--- src/sv/lfp_pkg.sv ---
// Shared types and constants for the lidar frame parser.
// No dependencies; every other file of the block refers to this package by scoped names.
`default_nettype none

package lfp_pkg;

    localparam int BYTE_W      = 8;
    localparam int DIST_W      = 17;
    localparam int STR_W       = 16;
    localparam int RAW_W       = 16;
    localparam int POS_W       = 4;
    localparam int FRAME_BYTES = 9;

    localparam int APB_ADDR_W  = 2;
    localparam int APB_DATA_W  = 32;

    // Register byte addresses on the configuration port
    localparam logic [APB_ADDR_W-1:0] REG_HEADER_ADDR = APB_ADDR_W'(0);

    localparam logic [BYTE_W-1:0] HEADER_RESET = 8'h59;

    // Frame positions: which byte of the frame is expected next
    localparam logic [POS_W-1:0] POS_HUNT    = 4'd0;
    localparam logic [POS_W-1:0] POS_HDR2    = 4'd1;
    localparam logic [POS_W-1:0] POS_DIST_LO = 4'd2;
    localparam logic [POS_W-1:0] POS_DIST_HI = 4'd3;
    localparam logic [POS_W-1:0] POS_STR_LO  = 4'd4;
    localparam logic [POS_W-1:0] POS_STR_HI  = 4'd5;
    localparam logic [POS_W-1:0] POS_CSUM    = POS_W'(FRAME_BYTES - 1);
    localparam logic [POS_W-1:0] POS_END     = POS_W'(FRAME_BYTES);

    typedef struct packed {
        logic [DIST_W-1:0] distance;
        logic [STR_W-1:0]  strength;
    } t_result;

endpackage

`default_nettype wire

--- src/sv/lfp_if.sv ---
// Valid/ready channel interfaces for received bytes and parsed results.
// Depends on lfp_pkg for field widths.
`default_nettype none

interface lfp_rx_if;
    logic                       valid;
    logic                       ready;
    logic [lfp_pkg::BYTE_W-1:0] rx_byte;

    modport source (output valid, output rx_byte, input ready);
    modport sink   (input valid, input rx_byte, output ready);
endinterface

interface lfp_res_if;
    logic                       valid;
    logic                       ready;
    logic [lfp_pkg::DIST_W-1:0] distance;
    logic [lfp_pkg::STR_W-1:0]  strength;

    modport source (output valid, output distance, output strength, input ready);
    modport sink   (input valid, input distance, input strength, output ready);
endinterface

`default_nettype wire

--- src/sv/lfp_apb_regs.sv ---
// APB-style configuration register: holds the frame header byte.
// Depends on lfp_pkg for widths, address map and reset value.
`default_nettype none

module lfp_apb_regs (
    input  wire logic                           i_clk,
    input  wire logic                           i_rst_n,
    input  wire logic                           psel,
    input  wire logic                           penable,
    input  wire logic                           pwrite,
    input  wire logic [lfp_pkg::APB_ADDR_W-1:0] paddr,
    input  wire logic [lfp_pkg::APB_DATA_W-1:0] pwdata,
    output logic      [lfp_pkg::APB_DATA_W-1:0] prdata,
    output logic                                pready,
    output logic      [lfp_pkg::BYTE_W-1:0]     o_header
);

    logic r_unused;
    logic wr_en;

    // Single word register: every byte address decodes to it
    assign wr_en  = psel && penable && pwrite;
    assign pready = 1'b1;

    always_ff @(posedge i_clk) begin
        if (!i_rst_n) begin
            o_header <= lfp_pkg::HEADER_RESET;
        end else if (wr_en) begin
            o_header <= pwdata[lfp_pkg::BYTE_W-1:0];
        end
    end

    // Fold the upper data bits and address into a sink flop
    always_ff @(posedge i_clk) begin
        r_unused <= ^{pwdata[lfp_pkg::APB_DATA_W-1:lfp_pkg::BYTE_W],
                      paddr == lfp_pkg::REG_HEADER_ADDR};
    end

    assign prdata = {{(lfp_pkg::APB_DATA_W-lfp_pkg::BYTE_W){r_unused & 1'b0}}, o_header};

endmodule

`default_nettype wire

--- src/sv/lfp_frame_core.sv ---
// Frame state tracker: header hunt, field capture, running checksum.
// Depends on lfp_pkg for positions, widths and the result struct.
`default_nettype none

module lfp_frame_core (
    input  wire logic                       i_clk,
    input  wire logic                       i_rst_n,
    input  wire logic                       i_step,
    input  wire logic [lfp_pkg::BYTE_W-1:0] i_byte,
    input  wire logic [lfp_pkg::BYTE_W-1:0] i_header,
    output logic                            o_hit,
    output lfp_pkg::t_result                o_result
);

    logic [lfp_pkg::POS_W-1:0]  r_pos, n_pos;
    logic [lfp_pkg::BYTE_W-1:0] r_sum, n_sum;
    logic [lfp_pkg::RAW_W-1:0]  r_dist, n_dist;
    logic [lfp_pkg::RAW_W-1:0]  r_str, n_str;
    logic                       hdr_match;

    assign hdr_match = (i_byte == i_header);

    always_comb begin
        n_pos  = r_pos;
        n_sum  = r_sum;
        n_dist = r_dist;
        n_str  = r_str;
        o_hit  = 1'b0;
        if (i_step) begin
            priority if (r_pos == lfp_pkg::POS_HUNT || r_pos >= lfp_pkg::POS_END) begin
                n_pos = hdr_match ? lfp_pkg::POS_HDR2 : lfp_pkg::POS_HUNT;
                if (hdr_match) begin
                    n_sum = i_byte;
                end
            end else if (r_pos == lfp_pkg::POS_HDR2) begin
                // Drop the frame unless this byte is a second header
                n_pos = hdr_match ? lfp_pkg::POS_DIST_LO : lfp_pkg::POS_HUNT;
                if (hdr_match) begin
                    n_sum = r_sum + i_byte;
                end
            end else if (r_pos == lfp_pkg::POS_CSUM) begin
                n_pos = lfp_pkg::POS_HUNT;
                o_hit = (i_byte == r_sum);
            end else begin
                unique case (r_pos)
                    lfp_pkg::POS_DIST_LO: n_dist = {r_dist[15:8], i_byte};
                    lfp_pkg::POS_DIST_HI: n_dist = {i_byte, r_dist[7:0]};
                    lfp_pkg::POS_STR_LO:  n_str  = {r_str[15:8], i_byte};
                    lfp_pkg::POS_STR_HI:  n_str  = {i_byte, r_str[7:0]};
                    default: ;
                endcase
                n_sum = r_sum + i_byte;
                n_pos = r_pos + lfp_pkg::POS_W'(1);
            end
        end
    end

    assign o_result.distance = {1'b0, r_dist} + lfp_pkg::DIST_W'(1);
    assign o_result.strength = r_str;

    always_ff @(posedge i_clk) begin
        if (!i_rst_n) begin
            r_pos  <= lfp_pkg::POS_HUNT;
            r_sum  <= '0;
            r_dist <= '0;
            r_str  <= '0;
        end else begin
            r_pos  <= n_pos;
            r_sum  <= n_sum;
            r_dist <= n_dist;
            r_str  <= n_str;
        end
    end

    // Position never leaves the frame range
    a_pos_range: assert property (@(posedge i_clk) disable iff (!i_rst_n)
        r_pos < lfp_pkg::POS_END)
        else $error("frame position out of range");

    // A result only comes from a checksum byte
    a_hit_src: assert property (@(posedge i_clk) disable iff (!i_rst_n)
        o_hit |-> (i_step && r_pos == lfp_pkg::POS_CSUM))
        else $error("result outside checksum byte");

    // A non-header second byte returns to hunting
    a_hdr2_drop: assert property (@(posedge i_clk) disable iff (!i_rst_n)
        (i_step && r_pos == lfp_pkg::POS_HDR2 && !hdr_match) |=> r_pos == lfp_pkg::POS_HUNT)
        else $error("bad second header not dropped");

endmodule

`default_nettype wire

--- src/sv/lidar_frame_parser_unit.sv ---
// Lidar frame parser top level: byte input register, frame core, result register, APB port.
// Flow: a transferred byte is held in the input register until the core parses it; its result is registered after it.
// Throughput: one byte per cycle while the result register is free or draining; a waiting result stalls input.
// Reset: synchronous active-low; position, checksum and fields clear, header returns to 0x59.
// Depends on lfp_pkg, lfp_if, lfp_apb_regs and lfp_frame_core.
`default_nettype none

module lidar_frame_parser_unit (
    input  wire logic                           i_clk,
    input  wire logic                           i_rst_n,
    lfp_rx_if.sink                              i_rx,
    lfp_res_if.source                           o_res,
    input  wire logic                           psel,
    input  wire logic                           penable,
    input  wire logic                           pwrite,
    input  wire logic [lfp_pkg::APB_ADDR_W-1:0] paddr,
    input  wire logic [lfp_pkg::APB_DATA_W-1:0] pwdata,
    output logic      [lfp_pkg::APB_DATA_W-1:0] prdata,
    output logic                                pready
);

    logic [lfp_pkg::BYTE_W-1:0] header;

    // Input register stage
    logic                       r_in_vld;
    logic [lfp_pkg::BYTE_W-1:0] r_in_byte;

    // Result register stage
    logic                       r_out_vld;
    lfp_pkg::t_result           r_out;

    logic                       step;
    logic                       in_xfer;
    logic                       hit;
    lfp_pkg::t_result           result;

    lfp_apb_regs u_regs (
        .i_clk    (i_clk),
        .i_rst_n  (i_rst_n),
        .psel     (psel),
        .penable  (penable),
        .pwrite   (pwrite),
        .paddr    (paddr),
        .pwdata   (pwdata),
        .prdata   (prdata),
        .pready   (pready),
        .o_header (header)
    );

    // Advance the held byte whenever the result register is free or draining
    assign step       = r_in_vld && (!r_out_vld || o_res.ready);
    assign i_rx.ready = !r_in_vld || step;
    assign in_xfer    = i_rx.valid && i_rx.ready;

    lfp_frame_core u_core (
        .i_clk    (i_clk),
        .i_rst_n  (i_rst_n),
        .i_step   (step),
        .i_byte   (r_in_byte),
        .i_header (header),
        .o_hit    (hit),
        .o_result (result)
    );

    // Capture each transferred byte; hold it until the core takes it
    always_ff @(posedge i_clk) begin
        if (!i_rst_n) begin
            r_in_vld <= 1'b0;
        end else if (in_xfer) begin
            r_in_vld <= 1'b1;
        end else if (step) begin
            r_in_vld <= 1'b0;
        end
    end

    always_ff @(posedge i_clk) begin
        if (in_xfer) begin
            r_in_byte <= i_rx.rx_byte;
        end
    end

    // Load a result on a checksum match; drop valid once the sink takes it
    always_ff @(posedge i_clk) begin
        if (!i_rst_n) begin
            r_out_vld <= 1'b0;
        end else if (step && hit) begin
            r_out_vld <= 1'b1;
        end else if (o_res.ready) begin
            r_out_vld <= 1'b0;
        end
    end

    always_ff @(posedge i_clk) begin
        if (step && hit) begin
            r_out <= result;
        end
    end

    assign o_res.valid    = r_out_vld;
    assign o_res.distance = r_out.distance;
    assign o_res.strength = r_out.strength;

    // A waiting result is never overwritten by the core
    a_no_overrun: assert property (@(posedge i_clk) disable iff (!i_rst_n)
        (r_out_vld && !o_res.ready) |-> !step)
        else $error("result register overrun");

    // A held byte stays put until the core takes it
    a_in_hold: assert property (@(posedge i_clk) disable iff (!i_rst_n)
        (r_in_vld && !step) |=> (r_in_vld && $stable(r_in_byte)))
        else $error("held input byte changed");

    // A waiting result stays put until the sink takes it
    a_out_hold: assert property (@(posedge i_clk) disable iff (!i_rst_n)
        (r_out_vld && !o_res.ready) |=> (r_out_vld && $stable(r_out)))
        else $error("waiting result changed");

endmodule

`default_nettype wire
--- src/flat_wrapper.sv ---
// flat-port wrapper written by rule: the top's interface ports become plain ports
module lidar_frame_parser_unit_flat 
  (i_clk, i_rst_n, psel, penable, pwrite, paddr, pwdata, prdata, pready, i_rx_valid, i_rx_rx_byte, i_rx_ready, o_res_valid, o_res_distance, o_res_strength, o_res_ready);
  lfp_rx_if i_rx_i ();
  lfp_res_if o_res_i ();
  input  wire logic i_clk;
  input  wire logic i_rst_n;
  input  wire logic psel;
  input  wire logic penable;
  input  wire logic pwrite;
  input  wire logic [lfp_pkg::APB_ADDR_W-1:0] paddr;
  input  wire logic [lfp_pkg::APB_DATA_W-1:0] pwdata;
  output logic      [lfp_pkg::APB_DATA_W-1:0] prdata;
  output logic pready;
  input wire logic [$bits(i_rx_i.valid)-1:0] i_rx_valid;
  input wire logic [$bits(i_rx_i.rx_byte)-1:0] i_rx_rx_byte;
  output wire logic [$bits(i_rx_i.ready)-1:0] i_rx_ready;
  output wire logic [$bits(o_res_i.valid)-1:0] o_res_valid;
  output wire logic [$bits(o_res_i.distance)-1:0] o_res_distance;
  output wire logic [$bits(o_res_i.strength)-1:0] o_res_strength;
  input wire logic [$bits(o_res_i.ready)-1:0] o_res_ready;
  assign i_rx_i.valid = i_rx_valid;
  assign i_rx_i.rx_byte = i_rx_rx_byte;
  assign i_rx_ready = i_rx_i.ready;
  assign o_res_valid = o_res_i.valid;
  assign o_res_distance = o_res_i.distance;
  assign o_res_strength = o_res_i.strength;
  assign o_res_i.ready = o_res_ready;
  lidar_frame_parser_unit u_core (.i_clk(i_clk), .i_rst_n(i_rst_n), .i_rx(i_rx_i), .o_res(o_res_i), .psel(psel), .penable(penable), .pwrite(pwrite), .paddr(paddr), .pwdata(pwdata), .prdata(prdata), .pready(pready));
endmodule
--- config.mk ---
export PLATFORM = sky130hd
export DESIGN_NAME = lidar_frame_parser_unit_flat
export DESIGN_NICKNAME = d
export VERILOG_FILES = /design/src/sv/lfp_pkg.sv /design/src/sv/lfp_if.sv /design/src/sv/lfp_apb_regs.sv /design/src/sv/lfp_frame_core.sv /design/src/sv/lidar_frame_parser_unit.sv /design/src/flat_wrapper.sv
export SDC_FILE = /design/constraint.sdc
export NUM_CORES = 1
export LEC_CHECK = 0
export BUFFER_PORTS_ARGS = -buffer_cell sky130_fd_sc_hd__buf_2
export CORE_ASPECT_RATIO = 0.6
export CORE_MARGIN = 2
export CORE_UTILIZATION = 43
export CTS_BUF_LIST = sky130_fd_sc_hd__clkbuf_8
export DETAILED_ROUTE_END_ITERATION = 7
export PLACE_DENSITY = 0.69
export SETUP_SLACK_MARGIN = 0.15
export SYNTH_ARGS = -nofsm -noshare
export SYNTH_HDL_FRONTEND = slang
export SYNTH_SLANG_ARGS = --single-unit
--- constraint.sdc ---
create_clock -name i_clk -period 6.3 [get_ports i_clk]
set_input_delay 1.26 -clock i_clk [delete_from_list [all_inputs] [get_ports i_clk]]
set_output_delay 1.26 -clock i_clk [all_outputs]
set_load 0.01 [all_outputs]
### Yosys cells after proc, flatten, opt, wreduce, memory -nomap -nowiden

Index checks and enable logic that the tools add are counted.

| word-level totals | value |
|---|---|
| register bits after elaboration | 95 |
| input port bits | 49 |
| output and inout bits | 68 |

| operators by class | value |
|---|---|
| add/subtract/negate cells | 3 |
| order comparisons | 1 |
| equal/unequal tests | 11 |
| multiplexer cells | 20 |
| bitwise gates (word level) | 7 |
| reduce and logical (&&, ||, !) cells | 18 |

Operators with widths:

| kind | count |
|---|---|
| one-hot mux 16 bit (2 select lines) | 2 |
| two-way mux 8 bit | 5 |
| AND reduction 6 bit | 4 |
| adder 16 x 1 -> 17 bit (second input constant) | 1 |
| equality test 8 bit | 2 |
| two-way mux 4 bit | 3 |
| two-way mux 1 bit | 9 |
| adder 8 bit | 1 |
| equality test 4 x 2 -> 1 bit (second input constant) | 2 |
| equality test 4 x 3 -> 1 bit (second input constant) | 2 |
| NOT 1 bit | 7 |
| logical AND 1 bit | 5 |
| adder 4 x 1 -> 4 bit (second input constant) | 1 |
| equality test 4 x 1 -> 1 bit (second input constant) | 1 |
| equality test 4 bit (second input constant) | 1 |
| >= comparator 4 bit (second input constant) | 1 |
| logical NOT 4 bit | 1 |
| != test 2 bit (second input constant) | 2 |
| AND reduction 4 bit | 1 |
| nonzero test 2 bit | 2 |
| logical OR 1 bit | 3 |
| != test 3 bit (second input constant) | 1 |
| logical NOT 1 bit | 2 |
| two-way mux 2 bit | 1 |

### Depth between registers and ports, before layout

Gate-level depths: netlist (run 1).

| logic depth | value |
|---|---|
| depth after elaboration | 7 |
| depth in mapped cells | 8 |
| gate-level depth less buffers | 8 |

### By module

A second synthesis (run 1) with hierarchy kept.

| unflattened totals | value |
|---|---|
| cells, all modules | 442 |
| area total of the unflattened synthesis | 4,570.6 um2 |

By module, submodules not included:

| module | times used | cells an instance | area each (um2) | sequential area each (um2) |
|---|---|---|---|---|
| lfp_frame_core | 1 | 318 | 2,648.8 | 880.8 |
| lidar_frame_parser_unit | 1 | 54 | 1,343.8 | 1,271.2 |
| lfp_apb_regs | 1 | 70 | 578.1 | 160.2 |

### Least setup slack after synthesis (run 1)

OpenSTA, ideal clock, no wires.

| timing path | value |
|---|---|
| kind | input to register |
| start point | input o_res_ready |
| end point | register u_core.r_out, in the netlist u_core.o_res.distance[0], enable pin |
| arrival time | 5.238 ns |
| setup slack | 0.541 ns |
| stages | 4 |
| path buffers | 1 |
| cells stage by stage | nand2b_1 -> nand2_1 -> buf_2 -> nor4b_1 |

| between the ends | value |
|---|---|
| word-level cells in the longest chain between the ends | 4 |

Ends and longest elaborated chain:

| item | line | RTL |
|---|---|---|
| start: declaration | flat_wrapper.sv:21 | `input wire logic [$bits(o_res_i.ready)-1:0] o_res_ready;` |
| logical OR 1 bit (*) | lidar_frame_parser_unit.sv:51 | `assign step = r_in_vld && (!r_out_vld \|\| o_res.ready);` |
| logical AND 1 bit (*) | lidar_frame_parser_unit.sv:51 |  |
| two-way mux 1 bit | lfp_frame_core.sv:29 | `if (i_step) begin` |
| logical AND 1 bit (*) | lidar_frame_parser_unit.sv:94 | `if (step && hit) begin` |
| end signal: assignment | lidar_frame_parser_unit.sv:95 | `r_out <= result;` |
| end: declaration | lidar_frame_parser_unit.sv:30 | `lfp_pkg::t_result r_out;` |

Mark *: on every way between the ends. The rest lies on a longest branch, timed or not.
A chain may end at the register's enable or synchronous reset.

### Worst setup path after layout (run 1)

| timing path | value |
|---|---|
| start point | input o_res_ready |
| end point | output i_rx_ready |

| between the ends | value |
|---|---|
| word-level cells in the longest chain between the ends | 3 |

Ends and longest elaborated chain:

| item | line | RTL |
|---|---|---|
| logical OR 1 bit | lidar_frame_parser_unit.sv:51 |  |
| logical AND 1 bit | lidar_frame_parser_unit.sv:51 |  |
| logical OR 1 bit | lidar_frame_parser_unit.sv:52 | `assign i_rx.ready = !r_in_vld \|\| step;` |
| end: declaration | flat_wrapper.sv:17 | `output wire logic [$bits(i_rx_i.ready)-1:0] i_rx_ready;` |

No other way between the ends.

==> out/metrics.cfg, run 1 <==
[outcome]
outcome = complete, no violations

[finish]
drive_gt1_frac = 0.2029
layout_common_cells = 65 x buf_2, 54 x dfxtp_1, 43 x nand2_1
fin_area_um2 = 5032
n_antenna_cell = 0
fillers = 943
layout.cells.most_common = buf_2
area_growth_pct = 11.97
final_nets = 545

[global_routing]
antenna_found_initial = 0
grt_first_pass_wirelength_um = 14890
grt_overflow_total = 0
grt_max_degree = 35
grt_pass1_vias = 2864
track_usage = 0.1726

[sta]
min_period_over_period = 0.4812
skew_ns = 0.009554
finalHoldViolations = 0
max_freq_mhz = 329.9
relSlewSlack = 0.3680
fin_tns_setup_ns = 0
maxSlewViolCount = 0
post-route-min-period_ns = 3.031
worst_pin_slew_ns = 0.9447
rsz0062_at_grt = no
final-setup-viol-count = 0

[floorplanning]
start_util = 0.4486
ios = 117
rows = 28
core-area_um2 = 10020
die_x_um = 136.0
fp.dieH_um = 83.19
dieArea_um2 = 11310

[place]
numPortBuffers = 65
place_congestion = 0.8777
postPlaceCellArea_um2 = 4835
dp_hpwl_um = 6533

[flow_run]
max_cap_violations = 0

[synthesis]
synth_mux_area_frac = 0.05791
ys_seq_elements = 95
synth_xor_area_frac = 0.04677
synthSimpleGateAreaFrac = 0.1773
ys_types = 58
synth_area_um2 = 4494
synth_compound_area_frac = 0.09827
synthAdderAreaFrac = 0.03786
ys.flop_type = dfxtp_1
async_reset_ff_frac = 0
synth_top_family_by_area = simple AND/OR/NAND/NOR gates
syn_inst = 422
synth_warnings = 0
synth-edff-count = 41
syn_area_per_cell_um2 = 10.65
ys_seq_area_frac = 0.5145

[clocking]
cts_hold_buf = 0
postCtsResizedCells = 0
clock-root-buffer = clkbuf_8
cts.clk_slew.worst_paths_ns = 0.08
cts.htree.levels = 3
clock_latency_ns = 0.36
cts_tree = built
cts_made_buffers = 9
cts_buffer_depth = 2
clkSinkCount = 95
cts_setup_buffers = 0

[drt]
dr.pass1.iters = 4
wl_per_cell_um = 14.82
ant_nets = 0
drc = 0
vias_per_cell = 4.973
drt_iter0_markers = 165
vias = 3098
wirelength_um = 9232

[worst_setup_path]
cp_common_cell = buf_2
crit_slowest_cell = nor2b_1
cp-start-kind = input pin
cp-end-kind = primary output
cp.arrival_ns = 1.77
crit_family = simple AND/OR/NAND/NOR gates
path_class = input pin to primary output
path_cells = buf_2 > nor2b_1 > nand2_1 > buf_2
required_ns = 5.04
crit_buf_inv = 2
path_max_fanout = 3
critical-path-max-stage-delay_ns = 0.17

[power_and_ir_drop]
leakage_nw = 1.827
irDropWorstVdd_uv = 103.5
power_density_nw_per_um2 = 226.9

[min_path]
hp-class = flop to flop

[flip-flops by register name, indices dropped and copies added, names as in the netlist]
name                    flops
u_core.o_res.strength      16
u_core.o_res.distance      17
u_core.u_regs.o_header      8
u_core.r_in_byte            8
u_core.r_in_vld             1
u_core.u_core.r_pos         4
u_core.o_res.valid          1
u_core.u_core.r_str        16
u_core.u_core.r_sum         8
u_core.u_core.r_dist       16
[report_power, final]
part | internal [mW] | switching, mW
Sequential | 0.646 | 0.0187
Clock | 0.185 | 0.211
Combinational | 0.0323 | 0.0491
Total | 0.863 | 0.279
[cell type report]
cell class                 instances  area [µm²]  area share
sequential                        95        2312      0.4595
timing repair buffer              67       340.3     0.06763
clock buffer                       9       123.9     0.02461
multi-input combinational        301        1979      0.3933
tap                              135       168.9     0.03357
clock inverter                     7       73.82     0.01467
inverter                           9       33.78    0.006713
[final timing paths]
| path | from | endpoint | slack [ns] | depth (start not counted) |
|---|---|---|---|---|
| worst max register to register | u_core.u_core.r_pos[0] | u_core.u_core.r_sum[6] | 3.80 | 6 |
| worst min register to register | u_core.u_core.r_str[8] | u_core.o_res.strength[8] | 0.44 | 0 |
| worst max-delay path | o_res_ready | i_rx_ready | 3.27 | 4 |
| worst min-delay path | u_core.u_core.r_str[8] | u_core.o_res.strength[8] | 0.44 | 0 |
[through the flow]
step	setup WS (ns)	hold slack [ns]	std cells	power, mW	util
6_report	3.269	0.4394	623	1.142	0.5022
5_1_grt	3.110	0.4523	623	1.191	0.5022
4_1_cts	3.271	0.4429	623	1.155	0.5022
3_5_place_dp	2.960	0.4225	607	0.7589	0.4825
3_3_place_gp	3.011	0.4192	607	0.7571	0.4825
2_1_floorplan	0.5406	0.4076	445	0.7416	-
[cells in the mapped netlist (7+ instances only)]
library cell	n	share of area
a21oi_1	8	0.0089
nor2b_1	22	0.031
nand3_1	20	0.022
nor2_1	36	0.030
nand2_1	43	0.036
edfxtp_1	41	0.27
buf_4	26	0.043
dfxtp_1	54	0.24
mux2i_1	26	0.058
a21boi_0	12	0.020
inv_1	9	0.0075
xnor2_1	18	0.035
o21ai_0	10	0.011
ha_1	12	0.033
clkbuf_1	7	0.0058
[kinds of logic (layout without fill, tap and decap cells)]
group / Yosys count / after routing
mux: 26 / 26
xor+xnor: 24 / 24
flops: 95 / 95
buf+inv: 49 / 92
other cells: 2 / 25
simple gates: 155 / 155
compound gates: 58 / 58
fa+ha+maj: 13 / 13
[metal layers]
| layer | vias up | track usage | wire length, µm |
|---|---|---|---|
| met2 | 108 | 0.2415 | 3798 |
| met5 | - | 0 | 0 |
| met4 | 0 | 0.05303 | 62 |
| met3 | 4 | 0.05067 | 688 |
| li1 | 1552 | - | - |
| met1 | 1434 | 0.2554 | 4683 |
(Power assumes the default switching activity.)
==> inputs of run 2 (changes only) <==
==> constraint.sdc (replaced) <==
create_clock -name i_clk -period 2.94 [get_ports i_clk]
set_input_delay 0.588 -clock i_clk [delete_from_list [all_inputs] [get_ports i_clk]]
set_output_delay 0.588 -clock i_clk [all_outputs]
set_load 0.01 [all_outputs]
==> run 2 against run 1 <==
Net effect:
- clock skew fell by 0.0017 ns
- worst hold slack worse by 0.054 ns
- total power up 120%
- count of clock-buffer cells in the layout unchanged
- die area is the same
- register-to-register slack lost 3.3 ns
- via count down 0.48%
- critical endpoint is now u_core.u_core.r_dist[8]
==> out/metrics.cfg, run 2 (same netlist as run 1, synthesis figures left out) <==
[clocking]
cts_made_buffers = 9
cts_setup_buffers = 0
cts_buffer_depth = 2
clkSinkCount = 95
cts_hold_buf = 0
postCtsResizedCells = 0
clock_latency_ns = 0.37
cts.htree.levels = 3
clock-root-buffer = clkbuf_8
cts.clk_slew.worst_paths_ns = 0.09
cts_tree = built

[min_path]
hold_end = u_core.r_in_byte[2]
holdPathStages = 1
min-delay-start = i_rx_rx_byte[2]
hp-class = input pin to flop

[worst_setup_path]
reg2reg_depth = 7
path_class = flop to flop
cp.arrival_ns = 2.67
reg2reg_slack_ns = 0.50
r2r_end = u_core.u_core.r_dist[8]
required_ns = 3.18
cp-start-kind = flop
r2r-start = u_core.u_core.r_pos[0]
path_max_fanout = 8
cp-end-kind = flop

[sta]
final-setup-viol-count = 0
maxSlewViolCount = 0
relSlewSlack = 0.4362
finalHoldViolations = 0
post-route-min-period_ns = 2.437
min_period_over_period = 0.8290
fin_tns_setup_ns = 0
fin_ws_ns = 0.5028
max_freq_mhz = 410.3
skew_ns = 0.007808
worst_pin_slew_ns = 0.8448
rsz0062_at_grt = no

[finish]
drive_gt1_frac = 0.2061
layout.cells.most_common = buf_2
stdcell_count = 625
layout_common_cells = 65 x buf_2, 54 x dfxtp_1, 43 x nand2_1
fin_area_um2 = 5067
area_growth_pct = 12.75
n_antenna_cell = 0
largest_reg_flops = 17
final_nets = 547

[place]
dp_hpwl_um = 6538
pre_cts_ws_ns = 0.5550
numPortBuffers = 65
postPlaceCellArea_um2 = 4871
dpl.cell_count = 609
place_congestion = 0.8188

[floorplanning]
rows = 28
ios = 117
start_util = 0.4486
core-area_um2 = 10020
die_x_um = 136.0
fp.dieH_um = 83.19
dieArea_um2 = 11310

[global_routing]
antenna_found_initial = 0
grt_max_degree = 35
grt_overflow_total = 0
grt_first_pass_wirelength_um = 14770
grt_pass1_vias = 2848
track_usage = 0.1716

[drt]
vias_per_cell = 4.933
ant_nets = 0
dr.pass1.iters = 4
wirelength_um = 9156
drc = 0
drt_iter0_markers = 153
wl_per_cell_um = 14.65
vias = 3083

[power_and_ir_drop]
irDropWorstVdd_uv = 331.0
power_mw = 2.460
power_density_nw_per_um2 = 485.5
leakage_nw = 1.855

[flow_run]
max_cap_violations = 0

[outcome]
outcome = complete, no violations

-- run 2: changes by cell type in the layout (fill, tap and decap cells not counted), sizes merged --
cell,change
buf,+2
clkinvlp,-2
clkinv,+1
inv,+1
-- run 2: cell type report --
cell class,count,area (µm²)
timing repair buffer,69,367.9
multi-input combinational,301,1988
inverter,9,33.78
clock buffer,9,123.9
tap,135,168.9
fill,938,4952
sequential,95,2312
clock inverter,7,72.57
-- run 2: metrics by stage --
step | hold slack [ns] | util
4_1_cts | 0.3694 | 0.5057
6_report | 0.3849 | 0.5057
3_5_place_dp | 0.4211 | 0.4861
3_3_place_gp | 0.4155 | 0.4861
5_1_grt | 0.3599 | 0.5057
2_1_floorplan | 0.4076 | -
-- run 2: worst max-delay path, cell delays in order (launching register included) --
cell       delay (ns)
dfxtp_1          0.44
inv_1            0.13
ha_1             0.35
nor2_1           0.17
o2111ai_1        0.28
or3b_1           0.65
mux2i_1          0.22
nor2_1           0.06
-- run 2: power breakdown --
group	switching, mW	leakage, nW	internal, mW
logic	0.106	1.00	0.0712
registers	0.0402	0.745	1.39
clock network	0.460	0.107	0.397
total	0.607	1.85	1.85
-- run 2: worst max path at each step --
stage	from	to	slack [ns]	depth (start not counted)
2_1_floorplan	u_core.r_in_byte[2]	u_core.o_res.distance[0]	0.16	4
3_3_place_gp	u_core.u_core.r_pos[0]	u_core.u_core.r_dist[8]	0.64	7
3_5_place_dp	u_core.u_core.r_pos[0]	u_core.u_core.r_dist[8]	0.55	7
4_1_cts	u_core.u_core.r_pos[0]	u_core.u_core.r_dist[8]	0.54	7
5_1_grt	u_core.u_core.r_pos[0]	u_core.u_core.r_dist[9]	0.36	7
6_report	u_core.u_core.r_pos[0]	u_core.u_core.r_dist[8]	0.50	7
-- run 2: routing by layer --
layer  wire length, µm  global-route usage  share of wire  vias up
met1              4742              0.2579           0.52     1436
met2              3736              0.2392           0.41       90
met3               630             0.06105          0.069        6
li1                  -                   -              -     1551
met5                 0                   0              0        -
met4                46             0.02841         0.0050        0
